File: src/rtl/core/aso_pkg.sv
// Shared widths, constants and controller/datapath handshake types for the square oscillator.
package aso_pkg;

   localparam int FRAC_BITS_DEF = 16;
   localparam int FREQ_W        = 24;
   localparam int SR_W          = 18;
   localparam int PHASE_W       = 40;
   localparam int OUT_W         = 16;
   localparam int FREQ_FRAC_W   = 8;

   localparam logic [SR_W-1:0]         SR_RESET = SR_W'(48000);
   localparam logic signed [OUT_W-1:0] OUT_MAX  = 16'sh7FFF;
   localparam logic signed [OUT_W-1:0] OUT_MIN  = 16'sh8000;
   localparam logic signed [OUT_W-1:0] OUT_ZERO = 16'sh0000;

   typedef struct packed {
      logic latch;        // capture the incoming word
      logic clear;        // zero frequency: silence and reset phase
      logic div_start;    // begin period division
      logic load_period;  // take saturated quotient
      logic step;         // advance phase by one sample
      logic wrap;         // reduce phase by period once
      logic eval;         // edge flags and fraction
      logic fin;          // form the output level
      logic out_load;     // move result to output register
   } cmd_type;

   typedef struct packed {
      logic freq_zero;
      logic freq_changed;
      logic div_done;
   } status_type;

endpackage

File: src/rtl/core/aso_if.sv
// Valid/ready channel interfaces for frequency words in and sample words out.
interface aso_req_if;
   import aso_pkg::*;
   logic              valid;
   logic              ready;
   logic [FREQ_W-1:0] freq;
   modport source (output valid, output freq, input ready);
   modport sink   (input valid, input freq, output ready);
endinterface

interface aso_rsp_if;
   import aso_pkg::*;
   logic                    valid;
   logic                    ready;
   logic signed [OUT_W-1:0] sample_out;
   modport source (output valid, output sample_out, input ready);
   modport sink   (input valid, input sample_out, output ready);
endinterface

File: src/rtl/core/aso_ctrl.sv
// Sequencing state machine for the square oscillator.
module aso_ctrl (
   input  logic                clock,
   input  logic                reset,
   input  logic                req_valid,
   output logic                req_ready,
   output logic                rsp_valid,
   input  logic                rsp_ready,
   input  aso_pkg::status_type status,
   output aso_pkg::cmd_type    cmd
);
   import aso_pkg::*;

   typedef enum logic [2:0] {
      S_IDLE, S_CHECK, S_DIV, S_STEP, S_WRAP, S_EVAL, S_FIN, S_DONE
   } state_type;

   state_type state_ff;
   logic      rsp_valid_ff;
   logic      out_free;

   assign req_ready = (state_ff == S_IDLE);
   assign rsp_valid = rsp_valid_ff;
   assign out_free  = !rsp_valid_ff || rsp_ready;

   always_comb begin
      cmd             = '0;
      cmd.latch       = (state_ff == S_IDLE) && req_valid;
      cmd.clear       = (state_ff == S_CHECK) && status.freq_zero;
      cmd.div_start   = (state_ff == S_CHECK) && !status.freq_zero && status.freq_changed;
      cmd.load_period = (state_ff == S_DIV) && status.div_done;
      cmd.step        = (state_ff == S_STEP);
      cmd.wrap        = (state_ff == S_WRAP);
      cmd.eval        = (state_ff == S_EVAL);
      cmd.fin         = (state_ff == S_FIN);
      cmd.out_load    = (state_ff == S_DONE) && out_free;
   end

   always_ff @(posedge clock) begin
      if (reset) begin
         state_ff     <= S_IDLE;
         rsp_valid_ff <= 1'b0;
      end else begin
         // a word taken in the same cycle as a new load stays valid
         if (rsp_valid_ff && rsp_ready && !cmd.out_load) begin
            rsp_valid_ff <= 1'b0;
         end
         unique case (state_ff)
            S_IDLE: begin
               if (req_valid) state_ff <= S_CHECK;
            end
            S_CHECK: begin
               if (status.freq_zero)         state_ff <= S_DONE;
               else if (status.freq_changed) state_ff <= S_DIV;
               else                          state_ff <= S_STEP;
            end
            S_DIV: begin
               if (status.div_done) state_ff <= S_STEP;
            end
            S_STEP: state_ff <= S_WRAP;
            S_WRAP: state_ff <= S_EVAL;
            S_EVAL: state_ff <= S_FIN;
            S_FIN:  state_ff <= S_DONE;
            S_DONE: begin
               if (out_free) begin
                  rsp_valid_ff <= 1'b1;
                  state_ff     <= S_IDLE;
               end
            end
            default: state_ff <= S_IDLE;
         endcase
      end
   end

endmodule

File: src/rtl/core/aso_dp.sv
// Datapath: period divider, phase accumulator, edge averaging and output register.
module aso_dp #(
   parameter int FRAC_BITS = aso_pkg::FRAC_BITS_DEF
) (
   input  logic                            clock,
   input  logic                            reset,
   input  aso_pkg::cmd_type                cmd,
   output aso_pkg::status_type             status,
   input  logic [aso_pkg::FREQ_W-1:0]      req_freq,
   input  logic                            csr_we,
   input  logic [aso_pkg::SR_W-1:0]        csr_wdata,
   output logic signed [aso_pkg::OUT_W-1:0] rsp_sample_out
);
   import aso_pkg::*;

   localparam int DVD_W = SR_W + FREQ_FRAC_W + FRAC_BITS;
   localparam int CNT_W = $clog2(DVD_W + 1);
   localparam logic [PHASE_W:0] ONE = {{PHASE_W{1'b0}}, 1'b1} << FRAC_BITS;
   localparam logic signed [17:0] MID = 18'sd32768;
   localparam logic signed [17:0] TOP = 18'sd32767;

   logic [SR_W-1:0]    sample_rate_ff;
   logic [FREQ_W-1:0]  freq_ff;
   logic [FREQ_W-1:0]  last_freq_ff;
   logic [PHASE_W-1:0] period_ff;
   logic [PHASE_W-1:0] phase_ff;

   // divider
   logic [DVD_W-1:0]   dvd_ff;
   logic [FREQ_W-1:0]  rem_ff;
   logic [CNT_W-1:0]   cnt_ff;
   logic [FREQ_W:0]    trial;
   logic [FREQ_W:0]    trial_sub;
   logic               trial_ge;
   logic [PHASE_W-1:0] quot_sat;

   // edge evaluation
   logic [PHASE_W-1:0] half;
   logic               hi;
   logic [PHASE_W-1:0] minuend;
   logic [PHASE_W:0]   sum_one;
   logic [PHASE_W:0]   diff;
   logic               hi_ff;
   logic               edge_ff;
   logic [FRAC_BITS:0] frac_ff;
   logic [FRAC_BITS:0] frac_in;

   // level
   logic [FRAC_BITS+16:0] frac_wide;
   logic [16:0]           twice;
   logic signed [17:0]    lvl;
   logic signed [OUT_W-1:0] res_ff;
   logic signed [OUT_W-1:0] lvl_sat;
   logic signed [OUT_W-1:0] out_ff;

   assign status.freq_zero    = (freq_ff == '0);
   assign status.freq_changed = (freq_ff != last_freq_ff);
   assign status.div_done     = (cnt_ff == '0);
   assign rsp_sample_out      = out_ff;

   assign trial     = {rem_ff, dvd_ff[DVD_W-1]};
   assign trial_ge  = (trial >= {1'b0, freq_ff});
   assign trial_sub = trial - {1'b0, freq_ff};

   generate
      if (DVD_W > PHASE_W) begin : g_sat
         assign quot_sat = (|dvd_ff[DVD_W-1:PHASE_W]) ? '1 : dvd_ff[PHASE_W-1:0];
      end else begin : g_nosat
         assign quot_sat = PHASE_W'(dvd_ff);
      end
   endgenerate

   assign half    = period_ff >> 1;
   assign hi      = (phase_ff >= half);
   assign minuend = hi ? period_ff : half;
   assign sum_one = {1'b0, phase_ff} + ONE;
   assign diff    = {1'b0, minuend} - {1'b0, phase_ff};

   always_comb begin
      if (diff[PHASE_W])          frac_in = '0;
      else if (diff > ONE)        frac_in = ONE[FRAC_BITS:0];
      else                        frac_in = diff[FRAC_BITS:0];
   end

   assign frac_wide = {frac_ff, 16'b0} >> FRAC_BITS;
   assign twice     = frac_wide[16:0];

   always_comb begin
      if (hi_ff) lvl = $signed({1'b0, twice}) - MID;
      else       lvl = MID - $signed({1'b0, twice});
      if (lvl > TOP) lvl_sat = OUT_MAX;
      else           lvl_sat = lvl[OUT_W-1:0];
   end

   always_ff @(posedge clock) begin
      if (reset) begin
         sample_rate_ff <= SR_RESET;
         last_freq_ff   <= '0;
         period_ff      <= '0;
         phase_ff       <= '0;
         cnt_ff         <= '0;
      end else begin
         if (csr_we) sample_rate_ff <= csr_wdata;
         if (cmd.clear) begin
            phase_ff     <= '0;
            last_freq_ff <= '0;
         end
         if (cmd.div_start) begin
            cnt_ff <= CNT_W'(DVD_W);
         end else if (cnt_ff != '0) begin
            cnt_ff <= cnt_ff - 1'b1;
         end
         if (cmd.load_period) begin
            period_ff    <= quot_sat;
            last_freq_ff <= freq_ff;
         end
         if (cmd.step) phase_ff <= phase_ff + ONE[PHASE_W-1:0];
         if (cmd.wrap && (phase_ff >= period_ff)) phase_ff <= phase_ff - period_ff;
      end
   end

   always_ff @(posedge clock) begin
      if (cmd.latch) freq_ff <= req_freq;
      if (cmd.div_start) begin
         dvd_ff <= DVD_W'(sample_rate_ff) << (FREQ_FRAC_W + FRAC_BITS);
         rem_ff <= '0;
      end else if (cnt_ff != '0) begin
         dvd_ff <= {dvd_ff[DVD_W-2:0], trial_ge};
         rem_ff <= trial_ge ? trial_sub[FREQ_W-1:0] : trial[FREQ_W-1:0];
      end
      if (cmd.eval) begin
         hi_ff   <= hi;
         edge_ff <= (sum_one > {1'b0, minuend});
         frac_ff <= frac_in;
      end
      if (cmd.clear) res_ff <= OUT_ZERO;
      if (cmd.fin) begin
         if (edge_ff)    res_ff <= lvl_sat;
         else if (hi_ff) res_ff <= OUT_MAX;
         else            res_ff <= OUT_MIN;
      end
      if (cmd.out_load) out_ff <= res_ff;
   end

endmodule

File: src/rtl/core/antialiased_square_oscillator.sv
// Each accepted word runs the states check, step, wrap, eval, fin and done in order;
// a zero frequency goes from check straight to done, and a frequency change inserts the
// period divide after check, a restoring divider giving one quotient bit a cycle.
// A new word is taken only once the current one leaves done; rsp stalls hold it in done.
// A new word is accepted while the previous result waits in the output register.
// Reset (synchronous): phase, period and last frequency clear, sample rate returns to 48000.
module antialiased_square_oscillator #(
   parameter int FRAC_BITS = aso_pkg::FRAC_BITS_DEF
) (
   input  logic                      clock,
   input  logic                      reset,
   aso_req_if.sink                   req_if,
   aso_rsp_if.source                 rsp_if,
   input  logic                      csr_we,
   input  logic [aso_pkg::SR_W-1:0]  csr_wdata
);
   import aso_pkg::*;

   cmd_type    cmd;
   status_type status;

   aso_ctrl u_ctrl (
      .clock     (clock),
      .reset     (reset),
      .req_valid (req_if.valid),
      .req_ready (req_if.ready),
      .rsp_valid (rsp_if.valid),
      .rsp_ready (rsp_if.ready),
      .status    (status),
      .cmd       (cmd)
   );

   aso_dp #(
      .FRAC_BITS (FRAC_BITS)
   ) u_dp (
      .clock          (clock),
      .reset          (reset),
      .cmd            (cmd),
      .status         (status),
      .req_freq       (req_if.freq),
      .csr_we         (csr_we),
      .csr_wdata      (csr_wdata),
      .rsp_sample_out (rsp_if.sample_out)
   );

endmodule
File: src/flat_wrapper.sv
// flat-port wrapper written by rule: the top's interface ports become plain ports
module antialiased_square_oscillator_flat import aso_pkg::*;
#(
   parameter int FRAC_BITS = aso_pkg::FRAC_BITS_DEF
)
  (clock, reset, csr_we, csr_wdata, req_if_valid, req_if_freq, req_if_ready, rsp_if_valid, rsp_if_sample_out, rsp_if_ready);
  aso_req_if req_if_i ();
  aso_rsp_if rsp_if_i ();
  input  logic clock;
  input  logic reset;
  input  logic csr_we;
  input  logic [aso_pkg::SR_W-1:0] csr_wdata;
  input wire logic [$bits(req_if_i.valid)-1:0] req_if_valid;
  input wire logic [$bits(req_if_i.freq)-1:0] req_if_freq;
  output wire logic [$bits(req_if_i.ready)-1:0] req_if_ready;
  output wire logic [$bits(rsp_if_i.valid)-1:0] rsp_if_valid;
  output wire logic [$bits(rsp_if_i.sample_out)-1:0] rsp_if_sample_out;
  input wire logic [$bits(rsp_if_i.ready)-1:0] rsp_if_ready;
  assign req_if_i.valid = req_if_valid;
  assign req_if_i.freq = req_if_freq;
  assign req_if_ready = req_if_i.ready;
  assign rsp_if_valid = rsp_if_i.valid;
  assign rsp_if_sample_out = rsp_if_i.sample_out;
  assign rsp_if_i.ready = rsp_if_ready;
  antialiased_square_oscillator #(.FRAC_BITS(FRAC_BITS)) u_core (.clock(clock), .reset(reset), .req_if(req_if_i), .rsp_if(rsp_if_i), .csr_we(csr_we), .csr_wdata(csr_wdata));
endmodule
File: config.mk
export PLATFORM = sky130hd
export DESIGN_NAME = antialiased_square_oscillator_flat
export DESIGN_NICKNAME = d
export VERILOG_FILES = /design/src/rtl/core/aso_pkg.sv /design/src/rtl/core/aso_if.sv /design/src/rtl/core/aso_ctrl.sv /design/src/rtl/core/aso_dp.sv /design/src/rtl/core/antialiased_square_oscillator.sv /design/src/flat_wrapper.sv
export SDC_FILE = /design/constraint.sdc
export NUM_CORES = 1
export LEC_CHECK = 0
export BUFFER_PORTS_ARGS = -buffer_cell sky130_fd_sc_hd__buf_4
export CAP_MARGIN = 25
export CORE_AREA = 2 2 189 191
export DETAILED_ROUTE_END_ITERATION = 6
export DIE_AREA = 0 0 191 193
export MAX_ROUTING_LAYER = met4
export PLACE_DENSITY = 0.76
export SYNTH_ARGS = -nofsm -noshare
export SYNTH_HDL_FRONTEND = slang
export SYNTH_HIERARCHICAL = 1
export SYNTH_SLANG_ARGS = --single-unit
File: constraint.sdc
create_clock -name clock -period 18.75 [get_ports clock]
set_input_delay 2.8125 -clock clock [delete_from_list [all_inputs] [get_ports clock]]
set_output_delay 2.8125 -clock clock [all_outputs]
set_load 0.02 [all_outputs]
# Yosys cells after proc, flatten, opt, wreduce, memory -nomap -nowiden
# Cells that the tools add are included.
[word_totals] out_inout_bits=18 register_bits=273
[classes] eq_ne=11 mux=28 n_addsub=8 n_lt_le_gt_ge=6 n_reduce_logical=25
[op_table] operator="two-way mux 40 bit" count=5
[op_table] operator="two-way mux 42 bit" count=2
[op_table] operator="two-way mux 16 bit" count=5
[op_table] operator="two-way mux 24 bit" count=3
[op_table] operator="adder 40 x 17 -> 41 bit, second input constant" count=1
[op_table] operator="greater-than comparator 41 x 17 -> 1 bit, second input constant" count=1
[op_table] operator="greater-than comparator 41 x 40 -> 1 bit" count=1
[op_table] operator="subtractor 40 x 40 -> 41 bit" count=1
[op_table] operator="adder 40 x 17 -> 40 bit, second input constant" count=1
[op_table] operator=">= comparator 40 x 39 -> 1 bit" count=1
[op_table] operator=">= comparator 40 bit" count=1
[op_table] operator="subtractor 40 bit" count=1
[op_table] operator=">= comparator 25 x 24 -> 1 bit" count=1
[op_table] operator="zero test 24 bit" count=1
[op_table] operator="!= test 24 bit" count=1
[op_table] operator="one-hot mux 3 bit (8 select lines)" count=1
[op_table] operator="subtractor 24 bit" count=1
[op_table] operator="greater-than comparator 18 x 16 -> 1 bit, second input constant" count=1
[op_table] operator="two-way mux 18 bit" count=1
[op_table] operator="subtractor 16 x 17 -> 18 bit, first input constant" count=1
[op_table] operator="subtractor 17 x 16 -> 18 bit, second input constant" count=1
[op_table] operator="two-way mux 17 bit" count=1
[op_table] operator="== test 3 bit, second input constant" count=4
[op_table] operator="two-way mux 3 bit" count=4
[op_table] operator="other kinds (16)" count=37

# Depth between registers and ports, before layout
[logic_depth] depth_word=8 depth_mapped=28 mapped_depth_nobuf=25

# Hierarchy
# Netlist, hierarchy kept.
[by_module_without_submodules] mod="aso_dp" area_each_um2=20215.6 cells_per_inst=2465 seq_area_each_um2=6316.1 n_inst=1
[by_module_without_submodules] mod="aso_ctrl" area_each_um2=354.1 cells_per_inst=46 seq_area_each_um2=80.1 n_inst=1

# Worst setup path after synthesis
# No wires, ideal clock.
[synth_path] path_type="register to register" startpoint="reg u_core.u_dp.phase_ff[0]" endpoint="reg u_core.u_dp.frac_ff[3] (data pin)" stages_incl_launch_ff=29 required_ns=18.580 t_arrival_ns=5.793 path_slack_ns=12.787 synth_period_minus_slack_ns=5.963 path_cell_list="dfxtp_1 > inv_1 > ha_1 > nand2b_1 > a21o_1 > a21o_1 > a21o_1 > a21oi_1 > o21ai_0 > a31o_2 > o211ai_1 > nand2_1 > buf_1 > mux2i_1 > ha_1 > inv_1 > fa_1 > a21o_1 > a22o_1 > o311ai_2 > a21oi_2 > or3_1 > a21boi_1 > a31oi_1 > or3_1 > or4_1 > buf_2 > buf_6 > nor4_2"
[synth_via] elab_chain_len=5
[synth_lines] item="from (decl)" line="aso_dp.sv:26" text="logic [PHASE_W-1:0] phase_ff;"
[synth_lines] item="from (signal assigned)" line="aso_dp.sv:117" text="if (cmd.step) phase_ff <= phase_ff + ONE[PHASE_W-1:0];"
[synth_lines] item="from (signal assigned)" line="aso_dp.sv:118" text="if (cmd.wrap && (phase_ff >= period_ff)) phase_ff <= phase_ff - period_ff;"
[synth_lines] item=">= comparator 40 x 39 -> 1 bit" line="aso_dp.sv:74" text="assign hi = (phase_ff >= half);"
[synth_lines] item="two-way mux 40 bit" line="aso_dp.sv:75" text="assign minuend = hi ? period_ff : half;"
[synth_lines] item="subtractor 40 x 40 -> 41 bit *" line="aso_dp.sv:77" text="assign diff = {1'b0, minuend} - {1'b0, phase_ff};"
[synth_lines] item="greater-than comparator 41 x 17 -> 1 bit" line="aso_dp.sv:81" text="else if (diff > ONE) frac_in = ONE[FRAC_BITS:0];"
[synth_lines] item="OR reduction 2 bit (no line)"
[synth_lines] item="to (signal assigned)" line="aso_dp.sv:134" text="frac_ff <= frac_in;"
[synth_lines] item="to (decl)" line="aso_dp.sv:45" text="logic [FRAC_BITS:0] frac_ff;"
# Every way passes the cells marked *; elsewhere a longest branch is shown, timed or not.
# A chain may end at the register's enable or synchronous reset.

# Final worst setup path
[layout_path] startpoint="reg u_core.u_dp.phase_ff[0]" endpoint="reg u_core.u_dp.frac_ff[16] (data pin)"
[layout_via] elab_chain_len=5
[layout_lines] item=">= comparator 40 x 39 -> 1 bit" line="aso_dp.sv:74"
[layout_lines] item="two-way mux 40 bit" line="aso_dp.sv:75"
[layout_lines] item="subtractor 40 x 40 -> 41 bit *" line="aso_dp.sv:77"
[layout_lines] item="greater-than comparator 41 x 17 -> 1 bit" line="aso_dp.sv:81"
[layout_lines] item="two-way mux 17 bit" line="aso_dp.sv:81"
# Marked as above.

==> impl_metrics.toml <==
[run_status]
status = "complete, no violations"

[clock_network]
holdBufCountCts = 0
worstSkewPairLatency_ns = 0.57
ctsResizeCount = 0
cts.path.max_buffers = 3
post-cts-setup-buffers = 0
cts_htree_levels = 1
cts_tree = "done"
path_clk_slew_ns = 0.06
cts.sinks = 273
cts_buffers = 30
clock-root-buffer = "clkbuf_16"

[timing]
rsz0062_at_grt = "false"
finClkSkew_ns = 0.00972
clock.fmax_ghz = 0.132
max_slew_margin_pct = 30.9
period_minus_slack_ns = 7.56
setup_violations = 0
setup_slack_ns = 11.19
hold_viol_final = 0
tightest_slew_ns = 1.04
fin_tns_setup_ns = 0
drv_slew = 0
fin_crit_sh_pct = 40.3

[routing]
viasPerCell = 6.26
drt_wl_total_um = 56600
drtPass1Iterations = 5
drtIter0Drc = 1456
vias = 18700
drc = 0
wire_per_inst_um = 19.0
ant_nets = 0

[synthesis]
synthesis.nets = 2755
yosysWarnings = 6
async_flop_share_pct = 0
synth_edf_count = 93
yosys.area.top_type = "dfxtp_1"
syn_area_um2 = 20600
synth_cell_types = 79
avgSynthCellArea_um2 = 8.19
ys_seq_elements = 273
yosysSeqAreaShare_pct = 31.1
synth_cells = 2511
synth_top_area_share_pct = 17.5
ys.flop_type = "dfxtp_1"
synth.area.top_cells = "dfxtp_1 18%, edfxtp_1 14%, ha_1 12%"

[global_route]
antenna_found_initial = 0
grt_pass1_wl_um = 90700
grt_usage_pct = 31.0
grt_pass1_vias = 17700
grt_max_degree = 89
grt_overflow = 0

[layout]
syn_to_final_growth_pct = 8.85
final_cell_mix = "289 x nor2_1, 232 x a21oi_1, 206 x nand2_1, 194 x ha_1, 180 x dfxtp_1"
drive_above_1_share_pct = 6.97
fillers = 3003
fin_nets = 2747
final_common_cell = "nor2_1"
antennaDiodeCount = 0
utilization_pct = 64.0

[setup_path]
end_kind = "register"
crit_buf_inv = 3
max_stage_delay_ns = 0.66
cp_top_family = "compound AO/OA/AOI/OAI gates"
cpMaxStageDelayCell = "nand4_1"
rrSetupSlack_ns = 11.19
required_ns = 19.07
crit_fanout = 48
crit_path_start_kind = "register"
critPathMostFrequentCell = "a21o_1"
crit_type = "reg -> reg"
cp_data_arrival_time_ns = 7.88

[floorplanning]
pin_count = 65
start_util_pct = 58.8
core-area_um2 = 35000
rows = 69
die_w_um = 191
die_y_um = 193
dieArea_um2 = 36900

[placed_design]
dpl.hpwl_um = 42400
place_congestion = 0.991
io_buffers = 64
place_ws_ns = 11.24

[flow_run]
maxCapViolations = 0

[hold_path]
hold_class = "reg -> reg"
-- per-stage QoR --
step / cells / hold WS, ns / instance area, um2
floorplan: 2511 / 0.400 / 20600
global placement: 2931 / 0.404 / 21300
detailed placement: 2931 / 0.406 / 21300
CTS: 2986 / 0.420 / 22400
global route: 2987 / 0.427 / 22400
finish: 2987 / 0.419 / 22400
-- worst paths after layout --
path                                             start                                  endpoint  depth (start not counted)
setup / recovery  u_core/u_dp/phase_ff[0]$_SDFFE_PP0P_     u_core/u_dp/frac_ff[16]$_SDFFCE_PP0P_                         26
hold / removal    u_core/u_dp/res_ff[15]$_SDFFCE_PN0P_  u_core/u_dp/rsp_sample_out[15]$_DFFE_PP_                          0
setup reg to reg  u_core/u_dp/phase_ff[0]$_SDFFE_PP0P_     u_core/u_dp/frac_ff[16]$_SDFFCE_PP0P_                         26
hold reg to reg   u_core/u_dp/res_ff[15]$_SDFFCE_PN0P_  u_core/u_dp/rsp_sample_out[15]$_DFFE_PP_                          0
-- state kept, by name (all words and copies together), names as in the netlist --
name                        count
u_core/u_dp/dvd_ff             42
u_core/u_dp/period_ff          40
u_core/u_dp/phase_ff           40
u_core/u_dp/freq_ff            24
u_core/u_dp/last_freq_ff       24
u_core/u_dp/rem_ff             24
u_core/u_dp/sample_rate_ff     18
u_core/u_dp/frac_ff            17
u_core/u_dp/res_ff             16
u_core/u_dp/rsp_sample_out     16
u_core/u_dp/cnt_ff              6
u_core/u_ctrl/state_ff          3
u_core/u_ctrl/rsp_valid         1
u_core/u_dp/edge_ff             1
u_core/u_dp/hi_ff               1
-- Yosys cell counts, drive strengths merged, types with 30 or more instances --
master and n:
nand3 58, inv 139, nor2 289, edfxtp 93, a211oi 47, nand4 30, nand2 207, nor3 89
xor2 46, a21oi 234, nor4 34, mux2i 98, ha 194, clkbuf 92, xnor2 83, o21ai 118
a21o 76, dfxtp 180, nor2b 31
-- cell families after synthesis --
family / share of synthesized area, %
simple gates: 20.5
buf+inv: 4.87
flops: 31.1
fa+ha+maj: 12.1
compound gates: 21.0
mux: 4.99
xor+xnor: 5.49
-- routing by layer --
layer	global-route usage (%)	routed length (um)	up-vias
met5	-	0	-
met4	12.0	2110	0
met3	3.66	3280	143
met2	49.7	26100	631
met1	40.3	25200	8879
li1	-	-	9060
-- layout make-up --
class                           count  area, um2  share of cell area [%]
Clock buffer                       42        878                    3.92
Clock inverter                     13        199                   0.889
Inverter                          141        529                    2.36
Multi-Input combinational cell   1977      13200                    58.9
Sequential cell                   273       6400                    28.6
Tap cell                          461        577                    2.58
Timing Repair Buffer               80        621                    2.77
Power is left out: the tool's default activity adds up to more than one toggle a clock period on the data nets, which glitch-free logic cannot reach.
